--- config.mk ---
export PLATFORM = sky130hd
export DESIGN_NAME = tracker_pattern_unpacker_core
export DESIGN_NICKNAME = d
export VERILOG_FILES = /design/src/tpu_pkg.sv /design/src/tracker_pattern_unpacker_core.sv /design/src/tpu_front.sv /design/src/tpu_back.sv
export SDC_FILE = /design/constraint.sdc
export NUM_CORES = 2
export LEC_CHECK = 0
export BUFFER_PORTS_ARGS = -buffer_cell sky130_fd_sc_hd__buf_2
export CORE_UTILIZATION = 49
export DETAILED_ROUTE_END_ITERATION = 7
export HOLD_SLACK_MARGIN = 0.02
export PLACE_DENSITY = 0.76
export SYNTH_ARGS = -nofsm -noshare
export SYNTH_HDL_FRONTEND = slang
export SYNTH_HIERARCHICAL = 1
export SYNTH_SLANG_ARGS = --single-unit
--- constraint.sdc ---
create_clock -name clk_i -period 10.25 [get_ports clk_i]
set_input_delay 0.5125 -clock clk_i [delete_from_list [all_inputs] [get_ports clk_i]]
set_output_delay 0.5125 -clock clk_i [all_outputs]
set_load 0.05 [all_outputs]
--- src/tpu_pkg.sv ---
// Shared types, constants and helpers for the packed pattern unpacker.
// Used by tpu_front, tpu_back and tracker_pattern_unpacker_core; no dependencies.
package tpu_pkg;

  // Parse phase of the byte-level parser.
  typedef enum logic [2:0] {
    PH_CHAN = 3'd0,
    PH_MASK = 3'd1,
    PH_NOTE = 3'd2,
    PH_INS  = 3'd3,
    PH_VOL  = 3'd4,
    PH_CMD  = 3'd5,
    PH_ARG  = 3'd6
  } phase_e;

  // One row of channel memory: the mask and the last values of a channel.
  typedef struct packed {
    logic [7:0] mask;
    logic [7:0] note;
    logic [7:0] ins;
    logic [7:0] vol;
    logic [7:0] cmd;
    logic [7:0] arg;
  } chan_rec_t;

  localparam logic [7:0] VOL_RESET = 8'hFF;
  localparam chan_rec_t REC_RESET = '{
    mask: 8'h00, note: 8'h00, ins: 8'h00, vol: VOL_RESET, cmd: 8'h00, arg: 8'h00
  };

  // One packed byte as it travels from the front to the back.
  typedef struct packed {
    logic [7:0] data;
    logic       start;
  } item_t;

  // One result transaction.
  typedef struct packed {
    logic       entry_valid;
    logic [7:0] row;
    logic [5:0] channel;
    logic [7:0] note;
    logic [7:0] instrument;
    logic [7:0] volume;
    logic [7:0] command;
    logic [7:0] command_arg;
    logic [3:0] field_mask;
    logic       pattern_done;
  } result_t;

  // Outcome of looking for the next field that a mask asks for.
  typedef struct packed {
    logic   emit;
    phase_e phase;
  } adv_t;

  // Configuration register indexes and reset values.
  localparam logic [0:0] REG_PATTERN_ROWS = 1'b0;
  localparam logic [7:0] ROWS_RESET       = 8'd64;

  // First field phase at or after from_ph whose mask bit is set, or emit.
  function automatic adv_t adv_phase(input phase_e from_ph, input logic [3:0] m);
    adv_t r;
    r.emit  = 1'b0;
    r.phase = PH_CHAN;
    if (from_ph <= PH_NOTE && m[0]) begin
      r.phase = PH_NOTE;
    end else if (from_ph <= PH_INS && m[1]) begin
      r.phase = PH_INS;
    end else if (from_ph <= PH_VOL && m[2]) begin
      r.phase = PH_VOL;
    end else if (m[3]) begin
      r.phase = PH_CMD;
    end else begin
      r.emit = 1'b1;
    end
    return r;
  endfunction

endpackage

--- src/tracker_pattern_unpacker_core.sv ---
// A byte passes the front queue, the execute stage and the output register.
// Throughput: one byte per cycle while output is not stalled; the parse step has one
// channel memory read (registered, with the current channel forwarded) per byte.
// Reset: parser and pattern_rows (64) return to their reset values at once; the
// channel memory needs no clearing pass, since a valid bit per channel row makes
// an unwritten row read as its reset value.
module tracker_pattern_unpacker_core #(
  parameter int unsigned CHANNELS = 64
) (
  input  logic        clk_i,
  input  logic        rst_ni,
  // Packed byte input
  input  logic        in_valid_i,
  output logic        in_stall_o,
  input  logic [7:0]  packed_byte_i,
  input  logic        pattern_start_i,
  // Cell record output
  output logic        out_valid_o,
  input  logic        out_stall_i,
  output logic        entry_valid_o,
  output logic [7:0]  row_o,
  output logic [5:0]  channel_o,
  output logic [7:0]  note_o,
  output logic [7:0]  instrument_o,
  output logic [7:0]  volume_o,
  output logic [7:0]  command_o,
  output logic [7:0]  command_arg_o,
  output logic [3:0]  field_mask_o,
  output logic        pattern_done_o,
  // Configuration port
  input  logic        psel,
  input  logic        penable,
  input  logic        pwrite,
  input  logic [2:0]  paddr,
  input  logic [31:0] pwdata,
  output logic [31:0] prdata,
  output logic        pready
);

  localparam int unsigned CW = (CHANNELS > 1) ? $clog2(CHANNELS) : 1;

  logic [7:0]       pattern_rows_q;
  logic             cfg_write;
  logic             head_valid, head_pop;
  tpu_pkg::item_t   head_item;
  logic [CW-1:0]    head_chan;
  tpu_pkg::result_t res;

  // The configuration port never waits. The single register sits at byte
  // address zero; paddr[2] picks the register index.
  assign pready    = 1'b1;
  assign cfg_write = psel && penable && pwrite && pready;

  always_ff @(posedge clk_i or negedge rst_ni) begin
    if (!rst_ni) begin
      pattern_rows_q <= tpu_pkg::ROWS_RESET;
    end else if (cfg_write && paddr[2:2] == tpu_pkg::REG_PATTERN_ROWS) begin
      pattern_rows_q <= pwdata[7:0];
    end
  end

  always_comb begin
    prdata = 32'd0;
    if (paddr[2:2] == tpu_pkg::REG_PATTERN_ROWS) begin
      prdata = {24'd0, pattern_rows_q};
    end
  end

  // The front takes one transaction per cycle into a short queue unless it is full,
  // and resolves the channel index a channel byte would select, so the back can start its
  // channel memory read as the byte leaves the queue.
  tpu_front #(
    .CHANNELS(CHANNELS)
  ) u_front (
    .clk_i          (clk_i),
    .rst_ni         (rst_ni),
    .in_valid_i     (in_valid_i),
    .in_stall_o     (in_stall_o),
    .packed_byte_i  (packed_byte_i),
    .pattern_start_i(pattern_start_i),
    .head_valid_o   (head_valid),
    .head_item_o    (head_item),
    .head_chan_o    (head_chan),
    .head_pop_i     (head_pop)
  );

  // The back parses one byte per cycle, updates the channel memory and holds
  // each result in an output register; it only waits when that register is
  // full and not being taken, while the queue absorbs input until it is full.
  tpu_back #(
    .CHANNELS(CHANNELS)
  ) u_back (
    .clk_i         (clk_i),
    .rst_ni        (rst_ni),
    .pattern_rows_i(pattern_rows_q),
    .head_valid_i  (head_valid),
    .head_item_i   (head_item),
    .head_chan_i   (head_chan),
    .head_pop_o    (head_pop),
    .res_valid_o   (out_valid_o),
    .res_o         (res),
    .res_stall_i   (out_stall_i)
  );

  assign entry_valid_o  = res.entry_valid;
  assign row_o          = res.row;
  assign channel_o      = res.channel;
  assign note_o         = res.note;
  assign instrument_o   = res.instrument;
  assign volume_o       = res.volume;
  assign command_o      = res.command;
  assign command_arg_o  = res.command_arg;
  assign field_mask_o   = res.field_mask;
  assign pattern_done_o = res.pattern_done;

endmodule

--- src/tpu_front.sv ---
// Front end of the unpacker: accepts packed bytes, works out the channel index
// and holds them in a two-entry queue. Depends on tpu_pkg.
module tpu_front #(
  parameter int unsigned CHANNELS = 64
) (
  input  logic                  clk_i,
  input  logic                  rst_ni,
  input  logic                  in_valid_i,
  output logic                  in_stall_o,
  input  logic [7:0]            packed_byte_i,
  input  logic                  pattern_start_i,
  output logic                  head_valid_o,
  output tpu_pkg::item_t        head_item_o,
  output logic [((CHANNELS > 1) ? $clog2(CHANNELS) : 1)-1:0] head_chan_o,
  input  logic                  head_pop_i
);

  localparam int unsigned CW = (CHANNELS > 1) ? $clog2(CHANNELS) : 1;

  logic [CW-1:0]  chan_lut [64];
  logic [5:0]     chan_raw;
  tpu_pkg::item_t item_q [2];
  logic [CW-1:0]  chan_q [2];
  logic           wr_ptr_q, rd_ptr_q;
  logic [1:0]     count_q;
  logic           push, pop;

  // Channel byte b selects ((b - 1) mod 64) mod CHANNELS.
  for (genvar gi = 0; gi < 64; gi++) begin : g_lut
    assign chan_lut[gi] = CW'(gi % CHANNELS);
  end

  assign chan_raw     = packed_byte_i[5:0] - 6'd1;
  assign in_stall_o   = (count_q == 2'd2);
  assign push         = in_valid_i && !in_stall_o;
  assign head_valid_o = (count_q != 2'd0);
  assign pop          = head_pop_i && head_valid_o;
  assign head_item_o  = item_q[rd_ptr_q];
  assign head_chan_o  = chan_q[rd_ptr_q];

  always_ff @(posedge clk_i or negedge rst_ni) begin
    if (!rst_ni) begin
      wr_ptr_q <= 1'b0;
      rd_ptr_q <= 1'b0;
      count_q  <= 2'd0;
    end else begin
      if (push) begin
        wr_ptr_q <= !wr_ptr_q;
      end
      if (pop) begin
        rd_ptr_q <= !rd_ptr_q;
      end
      count_q <= count_q + {1'b0, push} - {1'b0, pop};
    end
  end

  always_ff @(posedge clk_i) begin
    if (push) begin
      item_q[wr_ptr_q] <= '{data: packed_byte_i, start: pattern_start_i};
      chan_q[wr_ptr_q] <= chan_lut[chan_raw];
    end
  end

endmodule

--- src/tpu_back.sv ---
// Back end of the unpacker: parser state, channel memory and the result register.
// Depends on tpu_pkg; fed by tpu_front.
module tpu_back #(
  parameter int unsigned CHANNELS = 64
) (
  input  logic                  clk_i,
  input  logic                  rst_ni,
  input  logic [7:0]            pattern_rows_i,
  input  logic                  head_valid_i,
  input  tpu_pkg::item_t        head_item_i,
  input  logic [((CHANNELS > 1) ? $clog2(CHANNELS) : 1)-1:0] head_chan_i,
  output logic                  head_pop_o,
  output logic                  res_valid_o,
  output tpu_pkg::result_t      res_o,
  input  logic                  res_stall_i
);

  localparam int unsigned CW = (CHANNELS > 1) ? $clog2(CHANNELS) : 1;

  // Execute stage and the channel memory read that goes with it.
  logic                a_valid_q;
  tpu_pkg::item_t      a_item_q;
  logic [CW-1:0]       a_chan_q;
  tpu_pkg::chan_rec_t  rd_q;
  tpu_pkg::chan_rec_t  mem_q [CHANNELS];
  logic [CHANNELS-1:0] valid_q;

  // Parser state; work_q mirrors the memory row of the current channel.
  tpu_pkg::phase_e     phase_q, phase_d, phase_eff;
  logic [7:0]          row_q, row_d, row_eff;
  logic [CW-1:0]       cur_q, cur_d, cur_eff;
  logic                done_q, done_d, done_eff;
  tpu_pkg::chan_rec_t  work_q, work_d, work_eff, lookup;

  tpu_pkg::adv_t       adv_r;
  logic                do_adv, emit, marker, mem_we, res_valid;
  logic [3:0]          fm;
  logic [7:0]          b;
  logic                fire, load_a, out_free;
  tpu_pkg::result_t    res_d, out_q;
  logic                out_valid_q;

  assign b          = a_item_q.data;
  assign out_free   = !out_valid_q || !res_stall_i;
  assign fire       = a_valid_q && (!res_valid || out_free);
  assign load_a     = !a_valid_q || fire;
  assign head_pop_o = load_a && head_valid_i;

  // A start byte clears the pattern before it is parsed.
  always_comb begin
    phase_eff = a_item_q.start ? tpu_pkg::PH_CHAN : phase_q;
    row_eff   = a_item_q.start ? 8'd0 : row_q;
    cur_eff   = a_item_q.start ? '0 : cur_q;
    done_eff  = a_item_q.start ? 1'b0 : done_q;
    work_eff  = a_item_q.start ? tpu_pkg::REC_RESET : work_q;
    // The row written at the edge of the read is always the current channel's,
    // so work_q forwards it; a row never written reads as the reset row.
    if (a_item_q.start || !valid_q[a_chan_q]) begin
      lookup = tpu_pkg::REC_RESET;
    end else if (a_chan_q == cur_q) begin
      lookup = work_q;
    end else begin
      lookup = rd_q;
    end
  end

  always_comb begin
    phase_d = phase_eff;
    row_d   = row_eff;
    cur_d   = cur_eff;
    done_d  = done_eff;
    work_d  = work_eff;
    mem_we  = 1'b0;
    emit    = 1'b0;
    marker  = 1'b0;
    do_adv  = 1'b0;
    adv_r   = '{emit: 1'b0, phase: tpu_pkg::PH_CHAN};
    if (!done_eff) begin
      unique case (phase_eff)
        tpu_pkg::PH_MASK: begin
          work_d.mask = b;
          mem_we      = 1'b1;
          do_adv      = 1'b1;
          adv_r       = tpu_pkg::adv_phase(tpu_pkg::PH_NOTE, b[3:0]);
        end
        tpu_pkg::PH_NOTE: begin
          work_d.note = b;
          mem_we      = 1'b1;
          do_adv      = 1'b1;
          adv_r       = tpu_pkg::adv_phase(tpu_pkg::PH_INS, work_eff.mask[3:0]);
        end
        tpu_pkg::PH_INS: begin
          work_d.ins = b;
          mem_we     = 1'b1;
          do_adv     = 1'b1;
          adv_r      = tpu_pkg::adv_phase(tpu_pkg::PH_VOL, work_eff.mask[3:0]);
        end
        tpu_pkg::PH_VOL: begin
          work_d.vol = b;
          mem_we     = 1'b1;
          do_adv     = 1'b1;
          adv_r      = tpu_pkg::adv_phase(tpu_pkg::PH_CMD, work_eff.mask[3:0]);
        end
        tpu_pkg::PH_CMD: begin
          work_d.cmd = b;
          mem_we     = 1'b1;
          phase_d    = tpu_pkg::PH_ARG;
        end
        tpu_pkg::PH_ARG: begin
          work_d.arg = b;
          mem_we     = 1'b1;
          emit       = 1'b1;
          phase_d    = tpu_pkg::PH_CHAN;
        end
        default: begin
          // Channel byte expected.
          phase_d = tpu_pkg::PH_CHAN;
          if (row_eff >= pattern_rows_i) begin
            done_d = 1'b1;
          end else if (b == 8'd0) begin
            row_d = row_eff + 8'd1;
            if (row_d >= pattern_rows_i) begin
              done_d = 1'b1;
              marker = 1'b1;
            end
          end else begin
            cur_d  = a_chan_q;
            work_d = lookup;
            if (b[7]) begin
              phase_d = tpu_pkg::PH_MASK;
            end else begin
              do_adv = 1'b1;
              adv_r  = tpu_pkg::adv_phase(tpu_pkg::PH_NOTE, lookup.mask[3:0]);
            end
          end
        end
      endcase
      if (do_adv) begin
        if (adv_r.emit) begin
          emit    = 1'b1;
          phase_d = tpu_pkg::PH_CHAN;
        end else begin
          phase_d = adv_r.phase;
        end
      end
    end
  end

  // Result record: a cell when an entry completes, else the end marker.
  always_comb begin
    fm        = work_d.mask[3:0] | work_d.mask[7:4];
    res_valid = emit || marker;
    res_d     = '0;
    res_d.row = row_eff;
    if (emit) begin
      res_d.entry_valid = 1'b1;
      res_d.channel     = 6'(cur_d);
      res_d.note        = fm[0] ? work_d.note : 8'd0;
      res_d.instrument  = fm[1] ? work_d.ins : 8'd0;
      res_d.volume      = fm[2] ? work_d.vol : 8'd0;
      res_d.command     = fm[3] ? work_d.cmd : 8'd0;
      res_d.command_arg = fm[3] ? work_d.arg : 8'd0;
      res_d.field_mask  = fm;
    end else begin
      res_d.pattern_done = 1'b1;
    end
  end

  always_ff @(posedge clk_i or negedge rst_ni) begin
    if (!rst_ni) begin
      a_valid_q   <= 1'b0;
      phase_q     <= tpu_pkg::PH_CHAN;
      row_q       <= 8'd0;
      cur_q       <= '0;
      done_q      <= 1'b0;
      work_q      <= tpu_pkg::REC_RESET;
      valid_q     <= '0;
      out_valid_q <= 1'b0;
    end else begin
      if (load_a) begin
        a_valid_q <= head_valid_i;
      end
      if (fire) begin
        phase_q <= phase_d;
        row_q   <= row_d;
        cur_q   <= cur_d;
        done_q  <= done_d;
        work_q  <= work_d;
        if (a_item_q.start) begin
          valid_q <= '0;
        end else if (mem_we) begin
          valid_q[cur_q] <= 1'b1;
        end
      end
      if (fire && res_valid) begin
        out_valid_q <= 1'b1;
      end else if (!res_stall_i) begin
        out_valid_q <= 1'b0;
      end
    end
  end

  always_ff @(posedge clk_i) begin
    if (head_pop_o) begin
      a_item_q <= head_item_i;
      a_chan_q <= head_chan_i;
      rd_q     <= mem_q[head_chan_i];
    end
    if (fire && mem_we) begin
      mem_q[cur_q] <= work_d;
    end
    if (fire && res_valid) begin
      out_q <= res_d;
    end
  end

  assign res_valid_o = out_valid_q;
  assign res_o       = out_q;

  a_marker_sets_done: assert property (@(posedge clk_i) disable iff (!rst_ni)
    fire && marker |=> done_q)
    else $error("end marker did not leave the parser done");

  a_done_is_silent: assert property (@(posedge clk_i) disable iff (!rst_ni)
    a_valid_q && done_q && !a_item_q.start |-> !res_valid)
    else $error("byte after the end of the pattern produced a result");

  a_start_clears_rows: assert property (@(posedge clk_i) disable iff (!rst_ni)
    fire && a_item_q.start |=> valid_q == '0)
    else $error("pattern start left channel rows marked as written");

  a_result_captured: assert property (@(posedge clk_i) disable iff (!rst_ni)
    fire && res_valid |=> out_valid_q)
    else $error("result of an executed byte was not registered");

endmodule
# == Word level (Yosys, flattened, before mapping) ==
# Memories as Yosys holds them, arrays and structs flattened. A register that Yosys moved wholly into a read port is not among the register bits.
# Index checks and enable logic that the tools add are counted.
# op_classes
add_sub_neg,4
magnitude_cmp,6
eq_ne,9
mux,94
bitwise,4
n_reduce_logical,40
# op_table
operator,count
two-way mux 48 bit,6
two-way mux 64 bit,2
case mux 8 bit (2 select lines),6
bitwise OR 64 bit,1
two-way mux 3 bit,17
two-way mux 8 bit,6
two-way mux 6 bit,7
two-way mux 1 bit,41
OR reduction 5 bit,6
case mux 4 bit (5 select lines),1
>= comparator 8 bit,2
two-way mux 4 bit,4
< comparator 6 x 7 -> 1 bit (second input constant),2
logical AND 1 bit,10
AND reduction 2 bit,5
== test 3 bit (second input constant),3
case mux 3 bit (3 select lines),1
adder 8 x 1 -> 8 bit (second input constant),1
zero test 1 bit,8
zero test 8 bit,1
>= comparator 7 bit (second input constant),1
inverter 6 -> 7 bit,1
binary-select mux 1 bit (select 6 bit),1
demux 1 bit (select 6 bit),1
17 further kinds,23
# word_totals
regBits,210
ramBits,3102
rom_bits,384
in_bits,51
out_inout_bits,95
wordCells,189
mem_count,4
# mem_list
name,words,width,rd,rd_clocked_by_memory_dff,wr,line,text
u_back.mem_q,64,48,1,1,1,tpu_back.sv:25,tpu_pkg::chan_rec_t mem_q [CHANNELS];
(name not given),64,6,1,0,0,tpu_front.sv:60,chan_q[wr_ptr_q] <= chan_lut[chan_raw];
u_front.item_q,2,9,1,1,1,tpu_front.sv:22,tpu_pkg::item_t item_q [2];
u_front.chan_q,2,6,1,0,1,tpu_front.sv:23,logic [CW-1:0] chan_q [2];

# == Depth between registers and ports, before layout ==
# logic_depth
word_depth,25
ltp_mapped,23
mapped_depth_nobuf,20

# == Cells and area by module ==
# The synthesis kept the hierarchy.
# modules_own_cells
module,instances,cells_per_inst,area_per_inst_um2,seq_area_each_um2
tpu_back,1,5574,129030.0,99255.2
tpu_front,1,78,1412.6,1001.0
tracker_pattern_unpacker_core,1,52,580.6,201.4

# == Worst setup path after synthesis ==
# No wires, ideal clock.
# synth_path
kind,register to register
start,"reg, netlist name u_back/a_item_q[0]"
end,"mem u_back/mem_q[55][0] (netlist name), enable pin"
setup_ns,0.577
t_arrival_ns,8.423
required_ns,9.673
path_slack_ns,1.250
stages_incl_launch_ff,20
n_path_buf,5
synth_period_minus_slack_ns,9.000
path_cell_list,edfxtp_1 -> clkbuf_1 -> inv_1 -> clkbuf_1 -> clkbuf_1 -> nand2_1 -> inv_1 -> ha_1 -> and3_1 -> xnor2_1 -> ha_1 -> a21o_1 -> a21oi_1 -> o31ai_1 -> a31oi_1 -> o211ai_1 -> o211a_1 -> buf_2 -> buf_2 -> nor4_1
# synth_rtl
item,line
"end, declared",tpu_back.sv:25

==> out/results.txt <==
Post-cts resize count -> 0
Worst EP required -> 10.80 ns
Fin. Hold Viols -> 0
Nets -> 6129
Compound-Gate Fraction of Synth Area -> 2.163%
Tot GR Track Use -> 26.62%
Leak pwr -> 47.62 nW
Max VDD drop -> 0.3795 mV
Crit-path max cell delay -> 1.08 ns
Reg power frac -> 41.9%
Setup TNS -> 0 ns
Normalized max-slew margin -> 15.40%
Most frequent cells in the layout -> 3225 x edfxtp_1, 1000 x mux4_2, 336 x clkbuf_16
Pwr per Cell Area -> 316.2 nW/um^2
Post-Synth Simple-Gate Area -> 1.605%
Post-Place Setup Slack -> 3.652 ns
Final wirelength -> 359300 um
Worst-path maximum fanout -> 55
Met1 WL -> 121400 um
CTS tree -> yes
IO Port Bufs -> 94
Layout cells sized above 1 -> 31.44%
Post-DR vias/cell -> 6.711
Hold slack -> 0.1327 ns
Clock share of power -> 25.5%
Worst-Skew Late Latency -> 0.98 ns
Largest family of logic cells by synthesized area -> multiplexers
Post-synthesis sequential area ratio -> 76.67%
Final ANT Viol Nets -> 0
Seq cells post-synth -> 3369
Max-Cap Viols -> 0
Tcrit/Tclk final -> 67.59%
Met3 Wirelength -> 46710 um
Status -> complete, but fails checks
Worst path slowest cell -> nor4_2
Core area -> 265600 um^2
Post-synthesis mux area share -> 17.94%
Crit path DAT -> 7.48 ns
Vert. Die Dim -> 519.1 um
Total gr overflow -> 0
CP Launch Type -> flip-flop
CTS buffer count -> 331
Highest routed metal layer -> met5
CP Cell Sequence -> buf_4 > inv_1 > nand2_1 > inv_1 > ha_1 > and3_1 > xnor2_1 > ha_1 > a21o_1 > a21oi_1 > o31ai_1 > a31oi_1 > o211ai_1 > o211a_4 > buf_4 > nor4_2 > buf_4
Die area -> 269500 um^2
Comb power frac -> 32.6%
Initial antenna violation count -> 18
CP endpoint kind -> flip-flop
Largest net degree at the start of global routing -> 119
Syn Inst Count -> 5704
Syn Area/Cell -> 22.97 um^2
XOR/XNOR Fraction of Synth Area -> 0.1203%
I/O pin count -> 146
Fin crit period -> 6.928 ns
Placed Cells -> 9230
RePlAce Congestion -> 0.8986
Initial core utilization -> 49.34%
Cell Rows -> 189
Number of global-route vias before repair -> 66690
Number of synthesized flops with an enable pin -> 3225
Area grow syn2layout -> 12.80%
CTS Sinks -> 3369
Synthesis warning total -> 6
DRC Markers -> 50
CTS root buf -> clkbuf_16
Setup-failing EPs final -> 0
RSZ-0062 raised after global routing -> no
First-pass DRT Iterations -> 8
Routed vias -> 66020
Global-route wire length before repair -> 503500 um
DP HPWL -> 178400 um
Pint -> 30.88 mW
# Post-CTS Setup Buffers -> 0
Hold buffers post-CTS -> 28
Switch Pwr -> 15.86 mW
Worst-Margin Slew -> 1.261 ns
Failing checks -> DRC
Synthesized area -> 131000 um^2
Setup Skew -> 0.08373 ns
Crit path kind -> flip-flop to flip-flop
Clock Path Buffers -> 4
Post-Synth Adder-Cell Area -> 0.1910%
FMAX -> 144.3 MHz
Clock transition at path regs -> 0.06 ns
Post-synthesis cell type count -> 86
Hold crit path type -> input pin to async pin
Commonest non-fill, non-tap cell in the layout -> edfxtp_1
DR iter-0 viols -> 11320
Synth Flop Type -> edfxtp_1
Switching Fraction -> 33.93%
Setup ws final -> 3.322 ns
Fin util -> 55.65%
Final Slew Violations -> 0
Most numerous cell on the critical path -> buf_4
Wire per inst -> 36.52 um
Met2 wire len -> 170000 um
Reg2Reg Depth -> 17
Non-filler cells, final -> 9838
H-tree levels -> 5
Die span in x -> 519.1 um
Asr flop ratio synth -> 4.274%
## registers in the layout (all words and copies together), names as in the netlist
name,cells
u_back/res_valid_o,1
u_back/rd_q,48
u_front/wr_ptr_q,1
u_back/phase_q,3
u_front/item_q,18
pattern_rows_q,8
u_front/count_q,2
u_back/mem_q,3072
u_front/chan_q,12
u_front/rd_ptr_q,1
u_back/cur_q,6
u_back/a_item_q,1
u_back/done_q,1
u_back/res_o,60
u_back/a_valid_q,1
u_back/a_chan_q,6
u_back/valid_q,64
u_back/row_q,8
u_back/work_q,48
u_back/b,8
## routing by layer
layer	vias up	track usage (%)
met1	34630	34.30
met3	976	7.225
li1	25060	-
met4	12	13.15
met5	-	0
met2	5347	42.00
## final timing paths
kind | slack (ns) | endpoint | start
setup / recovery | 3.32 | u_back/mem_q[31][4] | u_back/a_item_q[0]
hold / removal | 0.13 | u_front/wr_ptr_q | rst_ni
min in group clk_i | 0.26 | u_front/item_q[0][7] | packed_byte_i[6]
setup reg to reg | 3.32 | u_back/mem_q[31][4] | u_back/a_item_q[0]
max in group asynchronous | 8.51 | u_back/valid_q[36] | rst_ni
hold reg to reg | 0.49 | u_back/valid_q[48] | u_back/valid_q[48]
## power groups by stage
stage | combinational (mW) | sequential, mW | clock (mW)
CTS | 15.0 | 19.5 | 12.0
global placement | 14.2 | 19.7 | 0
finish | 15.2 | 19.6 | 11.9
floorplan | 8.89 | 20.2 | 0
global route | 15.7 | 19.6 | 12.5
detailed placement | 14.7 | 19.8 | 0
## cell families after synthesis
group,after synthesis
multiplexers,1089
flip-flops,3369
XOR/XNOR,18
buffers and inverters,404
AND/OR/NAND/NOR,407
other,2
adder cells (fa/ha/maj),20
AO/OA/AOI/OAI,395
## synth_stat cells, types with 39 or more instances
cell type	number	area, um^2
mux2i_1	39	390.4
nand2_1	103	386.6
buf_1	69	259.0
o21a_1	66	495.5
o21ai_0	62	310.3
clkbuf_1	218	818.3
mux4_2	1000	22520
edfxtp_1	3225	96840
nor2_1	80	300.3
a21oi_1	89	445.4
nor4_1	74	462.9
inv_1	48	180.2
dfrtp_1	135	3378
## through the flow
stage	power, mW	area [um^2]
5_1_grt	47.77	147800
2_1_floorplan	29.09	131100
6_report	46.74	147800
4_1_cts	46.57	147800
3_3_place_gp	33.96	137100
3_5_place_dp	34.50	137100
## final cells by class
cell class,instances,area (um^2)
sequential,3369,100500
clock inverter,180,1718
antenna,8,20.02
fill,18330,117800
inverter,50,187.7
clock buffer,392,8658
timing repair buffer,352,2609
multi-input combinational,1954,29720
tap,3533,4420
## worst max-delay path: cells and delay by family, from the launching register on
kind / cells / cell delay [ns]
AO/OA/AOI/OAI: 6 / 1.71
XOR/XNOR: 1 / 0.15
adder cells (fa/ha/maj): 2 / 0.55
buffers and inverters: 5 / 1.88
flip-flops: 1 / 0.61
AND/OR/NAND/NOR: 3 / 1.45
Note: power is estimated with default switching activity, not from simulation.
